==> src/sv/ars_pkg.sv <==
// Shared types and constants for the address range set membership block.
// No dependencies; imported by the top level, the controller and the datapath.
`default_nettype none

package ars_pkg;

  // operation codes of an input item
  typedef logic [1:0] op_t;
  localparam op_t OP_QUERY    = 2'd0;
  localparam op_t OP_WR_SINGLE = 2'd1;
  localparam op_t OP_WR_RANGE = 2'd2;

  // configuration register indexes
  typedef logic [1:0] reg_idx_t;
  localparam reg_idx_t REG_V4_SINGLE = 2'd0;
  localparam reg_idx_t REG_V4_RANGE  = 2'd1;
  localparam reg_idx_t REG_V6_SINGLE = 2'd2;
  localparam reg_idx_t REG_V6_RANGE  = 2'd3;

  localparam int CNT_W = 9;
  typedef logic [CNT_W-1:0] cnt_t;

  // signed search bound: holds -1 up to the largest clamped count
  typedef logic signed [9:0] sidx_t;

  typedef logic [127:0] addr128_t;

  // controller to datapath commands
  typedef struct packed {
    logic load;
    logic probe_cmp;
    logic fin_rd;
    logic fin_cmp;
  } ars_cmd_t;

  // datapath to controller status
  typedef struct packed {
    logic probe_hit;
    logic all_done;
    logic need_fin;
  } ars_sts_t;

endpackage

`default_nettype wire

==> src/sv/ars_ctrl.sv <==
// Sequencing state machine for the address range set membership block.
// Depends on ars_pkg for the command and status structs and operation codes.
`default_nettype none

module ars_ctrl (
  input  wire logic              clk,
  input  wire logic              rst_n,
  input  wire logic              start,
  input  wire ars_pkg::op_t      in_operation,
  input  wire ars_pkg::ars_sts_t sts,
  output ars_pkg::ars_cmd_t      cmd,
  output logic                   busy,
  output logic                   out_valid
);

  import ars_pkg::*;

  localparam logic [2:0] S_IDLE    = 3'd0;
  localparam logic [2:0] S_READ    = 3'd1;
  localparam logic [2:0] S_CMP     = 3'd2;
  localparam logic [2:0] S_FIN_RD  = 3'd3;
  localparam logic [2:0] S_FIN_CMP = 3'd4;
  localparam logic [2:0] S_RESP    = 3'd5;

  logic [2:0] state_r;
  logic [2:0] state_nxt;

  // next state and commands
  always_comb begin
    state_nxt = state_r;
    cmd       = '0;
    unique case (state_r)
      S_IDLE: begin
        if (start) begin
          cmd.load  = 1'b1;
          state_nxt = (in_operation == OP_QUERY) ? S_READ : S_RESP;
        end
      end
      S_READ: begin
        state_nxt = S_CMP;
      end
      S_CMP: begin
        cmd.probe_cmp = 1'b1;
        priority if (sts.probe_hit) begin
          state_nxt = S_RESP;
        end else if (sts.all_done) begin
          state_nxt = sts.need_fin ? S_FIN_RD : S_RESP;
        end else begin
          state_nxt = S_READ;
        end
      end
      S_FIN_RD: begin
        cmd.fin_rd = 1'b1;
        state_nxt  = S_FIN_CMP;
      end
      S_FIN_CMP: begin
        cmd.fin_cmp = 1'b1;
        state_nxt   = S_RESP;
      end
      S_RESP: begin
        state_nxt = S_IDLE;
      end
      default: begin
        state_nxt = S_IDLE;
      end
    endcase
  end

  // state register
  always_ff @(posedge clk) begin
    if (!rst_n) begin
      state_r <= S_IDLE;
    end else begin
      state_r <= state_nxt;
    end
  end

  assign busy      = (state_r != S_IDLE);
  assign out_valid = (state_r == S_RESP);

endmodule

`default_nettype wire

==> config.mk <==
export PLATFORM = sky130hd
export DESIGN_NAME = ars_ctrl
export DESIGN_NICKNAME = d
export VERILOG_FILES = /design/src/sv/ars_pkg.sv /design/src/sv/ars_ctrl.sv
export SDC_FILE = /design/constraint.sdc
export NUM_CORES = 1
export LEC_CHECK = 0
export ABC_AREA = 1
export CORE_AREA = 2 2 39 41
export DETAILED_ROUTE_END_ITERATION = 12
export DIE_AREA = 0 0 41 43
export DONT_BUFFER_PORTS = 1
export HOLD_SLACK_MARGIN = 0.02
export PLACE_DENSITY = 0.36
export RECOVER_POWER = 50
export SLEW_MARGIN = 20
export SYNTH_ARGS = -nofsm -noshare
export SYNTH_HDL_FRONTEND = slang
export SYNTH_SLANG_ARGS = --single-unit
==> constraint.sdc <==
create_clock -name clk -period 1.1 [get_ports clk]
set_input_delay 0.165 -clock clk [delete_from_list [all_inputs] [get_ports clk]]
set_output_delay 0.165 -clock clk [all_outputs]
set_load 0.02 [all_outputs]
After elaboration in Yosys (flattened, before gate mapping)
Cells that the tools add are included.
{"block": "op_classes", "muxes": 11, "n_eq_ne": 6, "reduce_logical": 3}
{"op": "$mux 3", "count": 5}
{"op": "$pmux 3 s5", "count": 1}
{"op": "$eq 3x2->1 const B", "count": 2}
{"op": "$eq 3x3->1 const B", "count": 2}
{"op": "$mux 1", "count": 5}
{"op": "$eq 3x1->1 const B", "count": 1}
{"op": "$logic_not 3->1", "count": 1}
{"op": "$reduce_bool 3->1", "count": 1}
{"op": "$logic_not 2->1", "count": 1}
{"op": "$ne 2x2->1 const B", "count": 1}
{"block": "totals", "elab_cells": 21, "input_bits": 8, "out_inout_bits": 6, "reg_bits": 3}

Logic depth before layout (Yosys ltp)
Gate-level depths: netlist (run 1).
{"block": "logic_depth", "ltp_word": 4, "mapped_depth": 6, "mapped_depth_nobuf": 6}

Worst setup path before layout (run 1)
OpenSTA, ideal clock, no wires.
{"block": "synth_timing", "path_kind": "register -> output", "from": "register state_r[0]", "to": "output cmd[3] (netlist bit)", "slack_ns": -0.042, "n_path_buf": 0, "stages_incl_launch_ff": 4, "arrival_ns": 0.977, "cell_sequence": "dfxtp_1 -> nor2_2 -> nand2_1 -> nor2_1"}
{"element": "from (decl)", "line": "ars_ctrl.sv:25", "rtl": "logic [2:0] state_r;"}
{"element": "from (signal assigned)", "line": "ars_ctrl.sv:74", "rtl": "state_r <= state_nxt;"}
{"element": "to (decl)", "line": "ars_ctrl.sv:11", "rtl": "output ars_pkg::ars_cmd_t cmd,"}

==> flow_metrics.py, run 1 <==
metrics = {
    "outcome": {
        "status": "finished with violations",
        "violations": "setup timing",
    },
    "yosys": {
        "yosys.area.top_type_share_pct": 28.6,
        "ys_warn_count": 0,
        "synth_largest_area_cell": "dfxtp_1",
        "synth_cell_type_count": 9,
        "synthCells": 38,
        "synthTopCellsByArea": "dfxtp_1 (29%), inv_1 (18%), nand2_1 (14%), nor2_1 (13%), nand3_1 (9.5%)",
        "netlist_area_um2": 210,
        "ys_seq_area_share_pct": 28.6,
        "ys_ff_latch": 3,
        "synth_nets": 46,
        "syn_avg_cell_area_um2": 5.53,
    },
    "die": {
        "rows": 14,
        "initial_utilization_pct": 15.2,
        "dieArea_um2": 1760,
        "fp.dieH_um": 43,
        "dieWidth_um": 41,
        "coreArea_um2": 1380,
        "ioPinCount": 14,
    },
    "layout": {
        "stdcell_area_um2": 352,
        "nNetsFinal": 56,
        "largest_register_ffs": 3,
        "drive_gt1_share_pct": 48.9,
        "top_register": "state_r",
        "final_core_util_pct": 25.4,
        "syn_to_final_growth_pct": 67.3,
        "antenna_cells": 0,
        "largestRegisters": "state_r (3)",
    },
    "timing": {
        "relSlewSlack_pct": 90.3,
        "rsz0062_at_grt": "yes",
        "maxClockFrequency_mhz": 887,
        "finalCriticalPeriod_ns": 1.13,
        "hold_viol_final": 0,
        "drv_slew": 0,
        "setup_tns_ns": -0.0611,
        "fin_ws_ns": -0.0274,
        "max_slew.worst_pin.slew_ns": 0.145,
        "finClkSkew_ns": 0.000701,
        "fin_crit_sh_pct": 102,
        "finalSetupViolations": 3,
    },
    "setup_path": {
        "crit_required_ns": 0.94,
        "cp.arrival_ns": 0.96,
        "crit_family": "simple AND/OR/NAND/NOR gates",
        "crit_fanout": 5,
        "r2r-start": "state_r[2]",
        "cpMaxStageDelayCell": "dfxtp_4",
        "critPathLaunch": "state_r[1]",
        "end_kind": "primary output",
        "cp-start-kind": "flip-flop",
        "cp_num_buf_inv": 0,
        "slowest_delay_ns": 0.36,
        "path_cells": "nor2_4 -> nand2_4 -> nor2_4",
        "critPathKind": "reg2out",
        "path_common_cell": "nor2_4",
    },
    "detailed_routing": {
        "drtIter0Drc": 0,
        "finalWirelength_um": 520,
        "num_vias": 253,
        "avgRoutedWirePerCell_um": 8.25,
        "firstDrtPassIters": 1,
        "viasPerCell": 4.02,
        "drc": 0,
        "final_antenna_net_count": 0,
    },
    "placed_design": {
        "io_buffers": 0,
        "dpl_cell_area_um2": 255,
        "gp_congestion": 0.675,
        "place_ws_ns": 0.123,
        "dpl.hpwl_um": 410,
    },
    "clocking": {
        "clockBufferDepth": 2,
        "cts_root_buffer": "clkbuf_4",
        "cts_buffers": 3,
        "insertion_delay_ns": 0.23,
        "cts_sinks": 3,
        "h-tree-depth": 1,
        "path_clk_slew_ns": 0.04,
        "cts_tree": "done",
        "hold_buffers": 0,
    },
    "global_routing": {
        "grt.overflow.total": 0,
        "grt_max_degree": 7,
        "grt_pass1_wl_um": 800,
        "antenna_found_initial": 0,
        "grt.total_usage_pct": 6.92,
        "grt_pass1_vias": 242,
    },
    "min_path": {
        "hold_path_class": "in2reg",
        "min_from": "rst_n",
    },
    "power": {
        "ir_drop_mv": 0.447,
        "p_leak_nw": 0.174,
        "finalPower_mw": 0.588,
        "p_per_area_nw_per_um2": 1670,
    },
    "run": {
        "cap_violations": 0,
    },
}
## Yosys cell counts
cell type,instances
inv_1,10
nand3_2,1
nor2_1,7
nand3_1,4
o21ai_0,2
nand2_1,8
dfxtp_1,3
nor2_2,1
a21oi_1,2
## kinds of logic after synthesis
group / share of synthesized area, %
DFF: 28.6
AOI/OAI and AO/OA: 9.52
buffers and inverters: 17.9
and+or+nand+nor: 44.1
## routing by layer
| layer | global-route usage [%] | part of all wire, % |
|---|---|---|
| met4 | 6.00 | 0 |
| met1 | 7.05 | 39 |
| met3 | 3.14 | 3.8 |
| met2 | 10.0 | 57 |
| met5 | 0 | 0 |
## cell type report
type / count / area (um2)
fill: 161 / 1030
multi-input combinational: 25 / 148
sequential: 3 / 68.8
timing repair buffer: 5 / 48.8
inverter: 10 / 40.0
clock buffer: 4 / 26.3
tap: 16 / 20.0
## what timing repair did
action	4_1_cts	5_1_grt
resized for setup	18	5
pin swaps	3	2
setup endpoints to repair	6	6
hold endpoints to repair	0	0
setup buffers	2	0
## through the flow
step | hold WS (ns) | std cells
detailed placement | 0.299 | 57
global placement | 0.305 | 57
finish | 0.0475 | 63
CTS | 0.0418 | 63
floorplan | 0.287 | 38
global route | 0.0491 | 63
## cells in the final DEF, fill, tap and decap left out, drive strengths merged
| cell | netlist | layout |
|---|---|---|
| a21oi | 2 | 2 |
| dfxtp | 3 | 3 |
| clkbuf | 0 | 4 |
| inv | 10 | 10 |
| nor2 | 8 | 8 |
| nand2 | 8 | 8 |
| nand3 | 5 | 5 |
| buf | 0 | 5 |
| o21ai | 2 | 2 |
## worst reg2reg max path: stages, from the launching register on
cell,delay (ns)
dfxtp_2,0.33
inv_4,0.10
nand3_2,0.09
buf_4,0.14
nor2_1,0.10
nor2_1,0.06
nor2_1,0.07
## final timing paths
path | to | slack [ns] | depth (start not counted)
setup / recovery | cmd[3] | -0.03 | 3
hold / removal | state_r[0] | 0.05 | 2
setup reg to reg | state_r[2] | 0.16 | 6
hold reg to reg | state_r[0] | 0.58 | 3
## power breakdown
group | total [mW] | internal [mW] | switching (mW)
registers | 0.159 | 0.130 | 0.0291
logic | 0.235 | 0.0952 | 0.140
clock network | 0.194 | 0.136 | 0.0576
total | 0.588 | 0.361 | 0.227
(Power assumes the default switching activity.)
==> run 2: changes to the inputs <==
Settings changed: PLACE_DENSITY 0.36 to 0.37.
Clock period 1.1 ns to 0.98 ns, I/O delays scaled along.
==> run 2 against run 1 <==
The run still ends with setup timing left. Sequential share of layout area down 0.93 points. Clock power increased by 9.8%. Combinational power increased by 21%. Sequential cell count unchanged. Critical path type unchanged. Largest power group unchanged. Critical path depth is the same. Non-clock buffer count up 3. Critical endpoint is now busy. Power is 15% higher. Clock-buffer cell count stayed put. Die area stayed put. Largest cell class unchanged. Global-route usage grew 1.0 points. Sequential power increased by 12%.
==> flow_metrics.py, run 2 (synthesized netlist as in run 1, its figures left out) <==
metrics = {
    "timing": {
        "maxClockFrequency_mhz": 895,
        "holdWs_ns": 0.0322,
        "drv_slew": 0,
        "fin_crit_sh_pct": 114,
        "fin_ws_ns": -0.137,
        "relSlewSlack_pct": 90.5,
        "hold_viol_final": 0,
        "setup_tns_ns": -0.693,
        "finalCriticalPeriod_ns": 1.12,
        "max_slew.worst_pin.slew_ns": 0.141,
        "finalSetupViolations": 7,
        "rsz0062_at_grt": "yes",
        "finClkSkew_ns": 0.000401,
    },
    "clocking": {
        "cts_sinks": 3,
        "cts_root_buffer": "clkbuf_4",
        "insertion_delay_ns": 0.23,
        "cts_tree": "done",
        "h-tree-depth": 1,
        "clockBufferDepth": 2,
        "cts_buffers": 3,
        "path_clk_slew_ns": 0.04,
    },
    "die": {
        "dieArea_um2": 1760,
        "ioPinCount": 14,
        "fp.dieH_um": 43,
        "rows": 14,
        "dieWidth_um": 41,
        "coreArea_um2": 1380,
        "initial_utilization_pct": 15.2,
    },
    "detailed_routing": {
        "num_vias": 258,
        "drtIter0Drc": 0,
        "avgRoutedWirePerCell_um": 9.21,
        "finalWirelength_um": 608,
        "final_antenna_net_count": 0,
        "firstDrtPassIters": 1,
        "viasPerCell": 3.91,
        "drc": 0,
    },
    "global_routing": {
        "grt_pass1_vias": 266,
        "grt.total_usage_pct": 7.93,
        "grt.overflow.total": 0,
        "grt_max_degree": 7,
        "grt_pass1_wl_um": 903,
        "antenna_found_initial": 0,
    },
    "setup_path": {
        "crit_required_ns": 0.83,
        "cp_num_buf_inv": 1,
        "end_kind": "primary output",
        "cp.arrival_ns": 0.97,
        "cp-start-kind": "flip-flop",
        "crit_family": "flip-flops",
        "cpMaxStageDelayCell": "dfxtp_4",
        "slowest_delay_ns": 0.36,
        "path_cells": "nor2_4 -> nand2_2 -> buf_4",
        "critPathKind": "reg2out",
        "crit_fanout": 5,
    },
    "outcome": {
        "status": "finished with violations",
        "violations": "setup timing",
    },
    "placed_design": {
        "gp_congestion": 0.698,
        "dpl.hpwl_um": 395,
        "io_buffers": 0,
        "place_ws_ns": 0.0479,
    },
    "layout": {
        "syn_to_final_growth_pct": 75.6,
        "largestRegisters": "state_r (3)",
        "final_cell_mix": "buf_4 (6), inv_2 (5), nand2_1 (5)",
        "drive_gt1_share_pct": 60.0,
        "largest_register_ffs": 3,
        "layout_commonest_cell": "buf_4",
        "final_core_util_pct": 26.7,
        "nNetsFinal": 59,
        "top_register": "state_r",
        "antenna_cells": 0,
    },
    "min_path": {
        "hold_path_class": "in2reg",
    },
    "power": {
        "ir_drop_mv": 0.537,
        "p_leak_nw": 0.186,
        "p_per_area_nw_per_um2": 1830,
    },
    "run": {
        "cap_violations": 0,
    },
}
-- run 2: area by class of cell --
cell class	instances	area, um2
Sequential cell	3	68.8
Fill cell	168	1010
Multi-Input combinational cell	25	146
Tap cell	16	20.0
Timing Repair Buffer	8	67.6
Inverter	10	40.0
Clock buffer	4	26.3
-- run 2: per-stage QoR --
| stage | power, mW | cell area [um2] | instances |
|---|---|---|---|
| 2_1_floorplan | 0.316 | 220 | 38 |
| 3_3_place_gp | 0.371 | 263 | 57 |
| 3_5_place_dp | 0.367 | 263 | 57 |
| 4_1_cts | 0.643 | 338 | 65 |
| 5_1_grt | 0.725 | 369 | 66 |
| 6_report | 0.674 | 369 | 66 |
-- run 2: power by group --
group | switching [mW] | internal [mW]
clock | 0.0602 | 0.152
sequential | 0.0319 | 0.146
combinational | 0.164 | 0.120
-- run 2: timing repair --
item | in CTS | in global routing
setup buffers | 4 | 1
endpoints found under the setup margin | 6 | 8
gates resized for setup | 12 | 10
hold buffers | 0 | 0
pin swaps | 1 | 4
cloned | 0 | 0
-- run 2: worst paths after layout --
kind	start	to	slack, ns	cells past startpoint
setup / recovery	state_r[1]	busy	-0.14	3
setup reg to reg	state_r[1]	state_r[0]	-0.06	6
hold / removal	rst_n	state_r[0]	0.03	2
hold reg to reg	state_r[0]	state_r[0]	0.55	3
-- run 2: layer usage --
| metal | wire length, um | global-route usage, % | vias up |
|---|---|---|---|
| li1 | - | - | 137 |
| met1 | 181 | 6.43 | 116 |
| met2 | 398 | 13.8 | 5 |
| met3 | 28 | 1.57 | 0 |
| met4 | 0 | 8.00 | 0 |
| met5 | 0 | 0 | - |
